<file path="src/eaps_pkg.sv">
package eaps_pkg;

  localparam int FRAC_BITS = 16;
  localparam int PW        = FRAC_BITS + 1;
  localparam int KW        = PW + 1;
  localparam int MW        = PW + KW;
  localparam int SW        = MW + 1;
  localparam int RW        = SW - FRAC_BITS;
  localparam int TDATA_W   = ((PW + 7) / 8) * 8;
  localparam int TUSER_W   = 2;
  localparam int IDX_W     = 2;

  localparam logic [PW-1:0] ONE  = PW'(1) << FRAC_BITS;
  localparam logic [SW-1:0] HALF = SW'(1) << (FRAC_BITS - 1);

  localparam logic [IDX_W-1:0] REG_LOOP_MODE     = 2'd0;
  localparam logic [IDX_W-1:0] REG_EASE_MODE     = 2'd1;
  localparam logic [IDX_W-1:0] REG_START_PHASE   = 2'd2;
  localparam logic [IDX_W-1:0] REG_NOTIFY_ENABLE = 2'd3;

  localparam logic [1:0] LOOP_NONE    = 2'd0;
  localparam logic [1:0] LOOP_RESTART = 2'd1;
  localparam logic [1:0] LOOP_BOUNCE  = 2'd2;

  localparam logic [1:0] EASE_ONE    = 2'd0;
  localparam logic [1:0] EASE_LINEAR = 2'd1;
  localparam logic [1:0] EASE_SMOOTH = 2'd2;

  typedef enum logic [2:0] {
    ST_IDLE,
    ST_STEP,
    ST_SQUARE,
    ST_MUL,
    ST_OUT
  } state_t;

  typedef struct packed {
    logic capture;
    logic step;
    logic square;
    logic mul;
    logic load;
  } cmd_t;

  typedef struct packed {
    logic out_stall;
  } sts_t;

endpackage

</file>
<file path="src/eased_animation_phase_stepper_core.sv">
// Eased animation phase stepper: each input beat is one tick that moves a Q1.16 phase by
// step_size (in_tdata) forward or backward, clamped to [0, 1.0], with the loop mode deciding
// hold, restart or reverse at the top; each tick yields one output beat with the eased
// position (constant, linear or smoothstep) in out_tdata and finished/done_event in out_tuser.
// A tick runs the controller sequence of capture, phase update, square and multiply on one
// shared multiplier, and output load, held while the output stalls; the next tick is taken
// as soon as the sequence returns to idle, while the previous result may still wait in the
// output register. Configuration writes are always ready and take effect at once; writing
// start_phase reloads the phase and turns the direction forward unless a step overrides it.
module eased_animation_phase_stepper_core (
  input  logic                              clk,
  input  logic                              rst_n,
  input  logic                              in_tvalid,
  output logic                              in_tready,
  input  logic [eaps_pkg::TDATA_W-1:0]      in_tdata,   // step_size
  input  logic                              in_tuser,   // suppress_done
  output logic                              out_tvalid,
  input  logic                              out_tready,
  output logic [eaps_pkg::TDATA_W-1:0]      out_tdata,  // eased_position
  output logic [eaps_pkg::TUSER_W-1:0]      out_tuser,  // finished, done_event
  input  logic                              cfg_valid,
  output logic                              cfg_ready,
  input  logic [eaps_pkg::IDX_W-1:0]        cfg_index,
  input  logic [eaps_pkg::PW-1:0]           cfg_data
);

  eaps_pkg::cmd_t cmd;
  eaps_pkg::sts_t sts;

  assign cfg_ready = 1'b1;

  eaps_ctrl u_ctrl (
    .clk       (clk),
    .rst_n     (rst_n),
    .in_tvalid (in_tvalid),
    .in_tready (in_tready),
    .sts       (sts),
    .cmd       (cmd)
  );

  eaps_dp u_dp (
    .clk        (clk),
    .rst_n      (rst_n),
    .cmd        (cmd),
    .sts        (sts),
    .in_tdata   (in_tdata),
    .in_tuser   (in_tuser),
    .cfg_valid  (cfg_valid),
    .cfg_index  (cfg_index),
    .cfg_data   (cfg_data),
    .out_tvalid (out_tvalid),
    .out_tready (out_tready),
    .out_tdata  (out_tdata),
    .out_tuser  (out_tuser)
  );

endmodule

</file>
<file path="src/eaps_ctrl.sv">
module eaps_ctrl (
  input  logic          clk,
  input  logic          rst_n,
  input  logic          in_tvalid,
  output logic          in_tready,
  input  eaps_pkg::sts_t sts,
  output eaps_pkg::cmd_t cmd
);

  eaps_pkg::state_t state_r;
  eaps_pkg::state_t state_nxt;

  always_ff @(posedge clk) begin
    if (!rst_n) begin
      state_r <= eaps_pkg::ST_IDLE;
    end else begin
      state_r <= state_nxt;
    end
  end

  always_comb begin
    state_nxt = state_r;
    cmd       = '0;
    in_tready = 1'b0;
    case (state_r)
      eaps_pkg::ST_IDLE: begin
        in_tready = 1'b1;
        if (in_tvalid) begin
          cmd.capture = 1'b1;
          state_nxt   = eaps_pkg::ST_STEP;
        end
      end
      eaps_pkg::ST_STEP: begin
        cmd.step  = 1'b1;
        state_nxt = eaps_pkg::ST_SQUARE;
      end
      eaps_pkg::ST_SQUARE: begin
        cmd.square = 1'b1;
        state_nxt  = eaps_pkg::ST_MUL;
      end
      eaps_pkg::ST_MUL: begin
        cmd.mul   = 1'b1;
        state_nxt = eaps_pkg::ST_OUT;
      end
      eaps_pkg::ST_OUT: begin
        if (!sts.out_stall) begin
          cmd.load  = 1'b1;
          state_nxt = eaps_pkg::ST_IDLE;
        end
      end
      default: begin
        state_nxt = eaps_pkg::ST_IDLE;
      end
    endcase
  end

`ifndef SYNTHESIS
  a_cmd_onehot: assert property (@(posedge clk) disable iff (!rst_n)
    $onehot0(cmd)) else $error("more than one command active");
  a_capture_step: assert property (@(posedge clk) disable iff (!rst_n)
    cmd.capture |=> cmd.step) else $error("step did not follow capture");
  a_square_mul: assert property (@(posedge clk) disable iff (!rst_n)
    cmd.square |=> cmd.mul) else $error("multiply did not follow square");
  a_load_free: assert property (@(posedge clk) disable iff (!rst_n)
    cmd.load |-> !sts.out_stall) else $error("load into stalled output");
`endif

endmodule

</file>
<file path="src/eaps_dp.sv">
module eaps_dp (
  input  logic                             clk,
  input  logic                             rst_n,
  input  eaps_pkg::cmd_t                   cmd,
  output eaps_pkg::sts_t                   sts,
  input  logic [eaps_pkg::TDATA_W-1:0]     in_tdata,
  input  logic                             in_tuser,
  input  logic                             cfg_valid,
  input  logic [eaps_pkg::IDX_W-1:0]       cfg_index,
  input  logic [eaps_pkg::PW-1:0]          cfg_data,
  output logic                             out_tvalid,
  input  logic                             out_tready,
  output logic [eaps_pkg::TDATA_W-1:0]     out_tdata,
  output logic [eaps_pkg::TUSER_W-1:0]     out_tuser
);

  logic [1:0]              loop_mode_r;
  logic [1:0]              ease_mode_r;
  logic                    notify_r;
  logic [eaps_pkg::PW-1:0] phase_r;
  logic                    fwd_r;
  logic [eaps_pkg::PW-1:0] step_r;
  logic                    suppress_r;
  logic [eaps_pkg::PW-1:0] t2_r;
  logic [eaps_pkg::RW-1:0] r_r;
  logic                    out_valid_r;
  logic [eaps_pkg::PW-1:0] out_pos_r;
  logic                    out_fin_r;
  logic                    out_done_r;

  logic [eaps_pkg::PW-1:0] phase_nxt;
  logic                    fwd_nxt;
  logic [eaps_pkg::PW:0]   sum;
  logic [eaps_pkg::PW-1:0] cfg_sat;
  logic [eaps_pkg::KW-1:0] k;
  logic [eaps_pkg::PW-1:0] mul_a;
  logic [eaps_pkg::KW-1:0] mul_b;
  logic [eaps_pkg::MW-1:0] prod;
  logic [eaps_pkg::SW-1:0] prod_rnd;
  logic [eaps_pkg::PW-1:0] eased;
  logic                    fin;

  assign cfg_sat = (cfg_data > eaps_pkg::ONE) ? eaps_pkg::ONE : cfg_data;
  assign sum     = {1'b0, phase_r} + {1'b0, step_r};

  always_comb begin
    phase_nxt = phase_r;
    fwd_nxt   = fwd_r;
    if (fwd_r) begin
      if (sum >= {1'b0, eaps_pkg::ONE}) begin
        if (loop_mode_r == eaps_pkg::LOOP_RESTART) begin
          phase_nxt = '0;
        end else begin
          phase_nxt = eaps_pkg::ONE;
          if (loop_mode_r == eaps_pkg::LOOP_BOUNCE) begin
            fwd_nxt = 1'b0;
          end
        end
      end else begin
        phase_nxt = sum[eaps_pkg::PW-1:0];
      end
    end else begin
      if (step_r >= phase_r) begin
        phase_nxt = '0;
        fwd_nxt   = 1'b1;
      end else begin
        phase_nxt = phase_r - step_r;
      end
    end
  end

  assign k        = eaps_pkg::KW'(3) * {1'b0, eaps_pkg::ONE} - {phase_r, 1'b0};
  assign mul_a    = cmd.square ? phase_r : t2_r;
  assign mul_b    = cmd.square ? {1'b0, phase_r} : k;
  assign prod     = {{eaps_pkg::KW{1'b0}}, mul_a} * {{eaps_pkg::PW{1'b0}}, mul_b};
  assign prod_rnd = {1'b0, prod} + eaps_pkg::HALF;

  always_comb begin
    case (ease_mode_r)
      eaps_pkg::EASE_ONE:    eased = eaps_pkg::ONE;
      eaps_pkg::EASE_LINEAR: eased = phase_r;
      eaps_pkg::EASE_SMOOTH: begin
        if (r_r > eaps_pkg::RW'(eaps_pkg::ONE)) begin
          eased = eaps_pkg::ONE;
        end else begin
          eased = r_r[eaps_pkg::PW-1:0];
        end
      end
      default:               eased = '0;
    endcase
  end

  assign fin = (loop_mode_r == eaps_pkg::LOOP_NONE) && (phase_r == eaps_pkg::ONE);

  always_ff @(posedge clk) begin
    if (!rst_n) begin
      loop_mode_r <= eaps_pkg::LOOP_NONE;
      ease_mode_r <= eaps_pkg::EASE_LINEAR;
      notify_r    <= 1'b0;
      phase_r     <= '0;
      fwd_r       <= 1'b1;
      out_valid_r <= 1'b0;
    end else begin
      if (cfg_valid) begin
        case (cfg_index)
          eaps_pkg::REG_LOOP_MODE:     loop_mode_r <= cfg_data[1:0];
          eaps_pkg::REG_EASE_MODE:     ease_mode_r <= cfg_data[1:0];
          eaps_pkg::REG_START_PHASE: begin
            phase_r <= cfg_sat;
            fwd_r   <= 1'b1;
          end
          eaps_pkg::REG_NOTIFY_ENABLE: notify_r    <= cfg_data[0];
          default: ;
        endcase
      end
      if (cmd.step) begin
        phase_r <= phase_nxt;
        fwd_r   <= fwd_nxt;
      end
      if (cmd.load) begin
        out_valid_r <= 1'b1;
      end else if (out_tready) begin
        out_valid_r <= 1'b0;
      end
    end
  end

  always_ff @(posedge clk) begin
    if (cmd.capture) begin
      step_r     <= in_tdata[eaps_pkg::PW-1:0];
      suppress_r <= in_tuser;
    end
    if (cmd.square) begin
      t2_r <= prod_rnd[eaps_pkg::FRAC_BITS +: eaps_pkg::PW];
    end
    if (cmd.mul) begin
      r_r <= prod_rnd[eaps_pkg::SW-1:eaps_pkg::FRAC_BITS];
    end
    if (cmd.load) begin
      out_pos_r  <= eased;
      out_fin_r  <= fin;
      out_done_r <= fin && notify_r && !suppress_r;
    end
  end

  assign sts.out_stall = out_valid_r && !out_tready;
  assign out_tvalid    = out_valid_r;
  assign out_tdata     = {{(eaps_pkg::TDATA_W - eaps_pkg::PW){1'b0}}, out_pos_r};
  assign out_tuser     = {out_done_r, out_fin_r};

endmodule

</file>
<file path="config.mk">
export PLATFORM = sky130hd
export DESIGN_NAME = eased_animation_phase_stepper_core
export DESIGN_NICKNAME = d
export VERILOG_FILES = /design/src/eaps_pkg.sv /design/src/eased_animation_phase_stepper_core.sv /design/src/eaps_ctrl.sv /design/src/eaps_dp.sv
export SDC_FILE = /design/constraint.sdc
export NUM_CORES = 1
export LEC_CHECK = 0
export ABC_AREA = 1
export BUFFER_PORTS_ARGS = -buffer_cell sky130_fd_sc_hd__clkbuf_2
export CORE_UTILIZATION = 39
export DETAILED_ROUTE_END_ITERATION = 10
export MAX_ROUTING_LAYER = met4
export PLACE_DENSITY = 0.56
export REMOVE_ABC_BUFFERS = 1
export SYNTH_ARGS = -nofsm -noshare
export SYNTH_HDL_FRONTEND = slang
export SYNTH_HIERARCHICAL = 1
export SYNTH_SLANG_ARGS = --single-unit
</file>
<file path="constraint.sdc">
create_clock -name clk -period 6.8 [get_ports clk]
set_input_delay 1.36 -clock clk [delete_from_list [all_inputs] [get_ports clk]]
set_output_delay 1.36 -clock clk [all_outputs]
set_load 0.05 [all_outputs]
</file>
; ---- After elaboration in Yosys (flattened, before gate mapping)
; Cells that the tools add are included.
[classes]
add_sub_neg = 4
n_mul = 1
n_lt_le_gt_ge = 4
n_eq_ne = 14
n_mux = 33
n_reduce_logical = 18
[op_table]
columns = operator, n
row1 = 17-bit 2-to-1 mux, 10
row2 = 17-bit one-hot mux with 3 select lines, 1
row3 = 35-bit by 16-bit adder with 36-bit output (second input constant), 1
row4 = 17-bit by 18-bit multiplier with 35-bit output, 1
row5 = 20-bit by 17-bit greater-than comparator with 1-bit output (second input constant), 1
row6 = 17-bit by 17-bit adder with 18-bit output, 1
row7 = 18-bit by 17-bit greater-or-equal comparator with 1-bit output (second input constant), 1
row8 = 1-bit 2-to-1 mux, 18
row9 = 18-bit 2-to-1 mux, 1
row10 = 18-bit subtractor (first input constant), 1
row11 = 17-bit equality test (second input constant), 1
row12 = 17-bit greater-or-equal comparator, 1
row13 = 17-bit greater-than comparator (second input constant), 1
row14 = 17-bit subtractor, 1
row15 = 3-bit one-hot mux with 5 select lines, 1
row16 = 2-bit AND reduction, 5
row17 = 2-bit equality test (second input constant), 4
row18 = 2-bit by 1-bit equality test with 1-bit output (second input constant), 3
row19 = 3-bit by 2-bit equality test with 1-bit output (second input constant), 2
row20 = 2-bit logical NOT, 3
row21 = 3-bit 2-to-1 mux, 2
row22 = 2-bit nonzero test, 3
row23 = 1-bit logical AND, 4
row24 = 2-bit != test (second input constant), 2
row25 = 4 further kinds, 5
[word_totals]
ff_bits = 101
input_bits = 49
out_inout_bits = 29
wordCells = 88

; ---- Depth between registers and ports, before layout
[depth]
word_depth = 6
depth_mapped = 36
ltp_nobuf = 35

; ---- Hierarchy
; The synthesis kept the hierarchy.
[by_module_without_submodules]
columns = mod, instances, cells_per_inst, area_each_um2, seq_area_each_um2
row1 = eaps_dp, 1, 2222, 17030.1, 2702.6
row2 = eaps_ctrl, 1, 23, 153.9, 60.1
row3 = eased_animation_phase_stepper_core, 1, 2, 11.3, 0.0

; ---- Least setup slack after synthesis
; No wires, ideal clock.
[synth_timing]
path_type = reg2reg
startpoint = register u_ctrl.state_r[0]
endpoint = register u_dp/r_r[19] (netlist bit), data pin
setup_ns = 0.260
t_arrival_ns = 6.382
required_ns = 6.540
slack_ns = 0.158
stages_incl_launch_ff = 31
n_path_buf = 3
period_less_slack_ns = 6.642
path_cell_list = dfxtp_1 -> nor2_1 -> nand2_1 -> inv_1 -> buf_2 -> buf_2 -> o21ai_0 -> inv_1 -> clkbuf_1 -> nand2_1 -> fa_1 -> inv_1 -> fa_1 -> inv_1 -> fa_1 -> inv_1 -> fa_1 -> fa_1 -> inv_1 -> fa_1 -> inv_1 -> ha_1 -> a21oi_1 -> inv_1 -> a31oi_1 -> o21ai_0 -> a21oi_1 -> o21ai_1 -> nand2_1 -> nand2_1 -> xnor2_1
[synth_lines]
columns = item, line
row1 = "start, declared", eaps_ctrl.sv:10  ; eaps_pkg::state_t state_r;
row2 = "start signal, assigned", eaps_ctrl.sv:15  ; state_r <= eaps_pkg::ST_IDLE;
row3 = "start signal, assigned", eaps_ctrl.sv:17  ; state_r <= state_nxt;
row4 = "end signal, assigned", eaps_dp.sv:137  ; r_r <= prod_rnd[eaps_pkg::SW-1:eaps_pkg::FRAC_BITS];
row5 = "end, declared", eaps_dp.sv:25  ; logic [eaps_pkg::RW-1:0] r_r;

; ---- Final worst setup path
[layout_timing]
startpoint = register u_dp/phase_r[1] (netlist bit)
endpoint = register u_dp/r_r[16] (netlist bit), data pin
[layout_between]
elab_chain_cells = 4
elab_cells_between_ends = 5
cone_classes = 2 x add/sub / 1 x mul / 2 x mux
[layout_rtl]
columns = item, line
row1 = "start, declared", eaps_dp.sv:20  ; logic [eaps_pkg::PW-1:0] phase_r;
row2 = "start signal, assigned", eaps_dp.sv:109  ; phase_r <= cfg_sat;
row3 = "start signal, assigned", eaps_dp.sv:117  ; phase_r <= phase_nxt;
row4 = 18-bit subtractor, eaps_dp.sv:72  ; assign k = eaps_pkg::KW'(3) * {1'b0, eaps_pkg::ONE} - {phase_r, 1'b0};
row5 = 18-bit 2-to-1 mux, eaps_dp.sv:74  ; assign mul_b = cmd.square ? {1'b0, phase_r} : k;
row6 = 17-bit by 18-bit multiplier with 35-bit output *, eaps_dp.sv:75  ; assign prod = {{eaps_pkg::KW{1'b0}}, mul_a} * {{eaps_pkg::PW{1'b0}}, mul_b};
row7 = 35-bit by 16-bit adder with 36-bit output *, eaps_dp.sv:76  ; assign prod_rnd = {1'b0, prod} + eaps_pkg::HALF;
row8 = "net u_dp.prod_rnd, one bit", eaps_dp.sv:39  ; logic [eaps_pkg::SW-1:0] prod_rnd;
; Mark *: on every way through the listed nets, which the timed path passes. The rest lies on a longest branch.
; A chain may end at the register's enable or synchronous reset.

==> results.toml <==
[die]
num_rows = 76
dieHeight_um = 212
pin_count = 78
die_width_um = 212
core-area_um2 = 43300
start_util_pct = 39.7
die-area_um2 = 44900

[critical_path]
crit_fanout = 6
cpLargestDelayFamily = "adder cells"
cp_data_arrival_time_ns = 6.89
cp.required_ns = 7.00
crit_top_cell = "fa_1"
critPathBufInv = 8
cp-end-kind = "flop"
start_kind = "flop"
crit_slowest_cell = "o21ai_0"
worstSetupPathType = "reg -> reg"
crit_path_max_incr_delay_ns = 0.59

[yosys]
synthTopCellsByCount = "inv_1 (547), nand2_1 (422), nor2_1 (280)"
seq_area_frac_synth_pct = 16.1
synth_area_leader_cell = "fa_1"
syn_area_per_cell_um2 = 7.65
synth_ff_type = "edfxtp_1"
async_reset_ff_share_pct = 0
synth_area_leaders = "fa_1 (28%), edfxtp_1 (13%), inv_1 (12%)"
syn-cell-area_um2 = 17200
synth-edff-count = 74
syn_inst = 2247
synth.most_common_cell = "inv_1"
yosysTopAreaCellShare_pct = 28.2
ys_ff_latch = 101
ys_types = 48
synth_warnings = 6

[layout]
design_area_um2 = 20800
fin_cells = 3079
fin_nets = 2937
diodes = 0
syn_to_final_growth_pct = 20.7
drive_gt1_share_pct = 20.3

[cts]
cts_tree = "done"
cts_root_buf = "clkbuf_16"
insertion_delay_ns = 0.36
htree_num_levels = 3
cts_made_buffers = 9
cts_num_sinks = 101
holdBufCountCts = 0
clk_pin_slew_worst_paths_ns = 0.08
clockBufferDepth = 2

[sta]
max_freq_ghz = 0.149
rsz0062_at_grt = "true"
timing_hold_violations_final = 0
maxSlewViolCount = 0
fin_crit_ns = 6.69
whs_ns = 0.479
slew_headroom_pct = 47.2
worst_pin_slew_ns = 0.791
fin_skew_ns = 0.0159
fin_crit_sh_pct = 98.4
setup_viol = 0
setup_tns_ns = 0

[placed_design]
dp_hpwl_mm = 47.8
dp_cells = 3043
port_buffers = 62
place_area_um2 = 19500
routabilityCongestion = 0.970

[route]
drtAntennaViolNets = 0
vias = 15300
drt_iter0_drc = 974
wl_met3_mm = 2.88
wl_met1_mm = 23.9
drt_pass1_iterations = 6
dr_wl_met2_mm = 27.2
top_layer = "met4"
drt_wl_total_mm = 56.4
via_per_inst = 4.98
post_drt_wl_per_cell_um = 18.3
drc_errors = 0

[grt]
grt_max_degree = 23
grt_pass1_vias = 16000
track_usage_pct = 26.8
grt_overflow = 0
antenna_found_initial = 0
grt_first_pass_wirelength_mm = 87.6

[hold_path]
hp-class = "reg -> reg"

[outcome]
status = "completed"

[run]
max-cap-violations = 0
flip-flops by register name, summed over array words and instances (netlist names):
register,flops
u_ctrl/state_r,3
u_dp/suppress_r,1
u_dp/out_done_r,1
u_dp/notify_r,1
u_dp/fwd_r,1
u_dp/ease_mode_r,2
u_dp/r_r,20
u_dp/out_fin_r,1
u_dp/t2_r,17
u_dp/loop_mode_r,2
u_dp/step_r,17
u_dp/out_tvalid,1
u_dp/out_pos_r,17
u_dp/phase_r,17
cells in the final DEF, fill, tap and decap left out, drive strengths merged, types with 10 or more instances in the layout:
cell type and count:
buf 215, clkbuf 72, edfxtp 74, fa 242, xor2 33, nand4 15, nor4 10, a31oi 15
inv 573, nand2 442, o21bai 11, ha 157, o21ai 81, nor3 17, nand3 66, a21oi 98
nor2 284, dfxtp 27
layer usage:
layer / up-vias / global-route usage (%)
met5: - / -
met4: 0 / 10.4
met3: 114 / 3.26
met2: 432 / 44.6
met1: 7529 / 33.1
li1: 7256 / -
worst paths after layout:
path	depth (start not counted)	from	slack (ns)	to
worst max-delay path	30	u_dp/phase_r[1]$_SDFFE_PN0P_	0.11	u_dp/r_r[16]$_DFFE_PP_
worst min-delay path	2	u_dp/notify_r$_SDFFE_PN0P_	0.48	u_dp/notify_r$_SDFFE_PN0P_
worst max register to register	30	u_dp/phase_r[1]$_SDFFE_PN0P_	0.11	u_dp/r_r[16]$_DFFE_PP_
worst min register to register	2	u_dp/notify_r$_SDFFE_PN0P_	0.48	u_dp/notify_r$_SDFFE_PN0P_
stage by stage:
step / setup slack [ns] / utilization [%]
after floorplan: -0.199 / -
after global placement: -0.110 / 45.2
after detailed placement: -0.167 / 45.2
after CTS: -0.0637 / 46.7
after global routing: -0.181 / 48.0
final: 0.108 / 48.0
area by class of cell:
cell class	count	area (µm²)
fill	4339	22500
multi-input combinational	1525	12700
sequential	101	2770
inverter	575	2180
timing repair buffer	277	2080
tap	585	732
clock buffer	10	229
clock inverter	6	65.1
worst min-delay path, cell delays in order (launching register included):
cell and delay, ns:
dfxtp_1 0.30, inv_1 0.07, a21oi_1 0.06
cells by family after synthesis:
kind of cell | synth area share [%]
adders and majority gates | 39.6
DFF | 16.1
and+or+nand+nor | 20.1
AOI/OAI and AO/OA | 8.04
xor gates and xnor gates | 1.88
other | 0.0437
buffers and inverters | 14.2
what timing repair did:
action / 4_1_cts / 5_1_grt
buffers inserted: 13 / 7
endpoints found under the setup margin: 27 / 37
gates resized for setup: 67 / 146
hold endpoints to repair: 0 / 0
pin swaps: 37 / 64
Power is not shown: default switching activity piles up to over one toggle a cycle in this logic, so the estimate is an artifact.
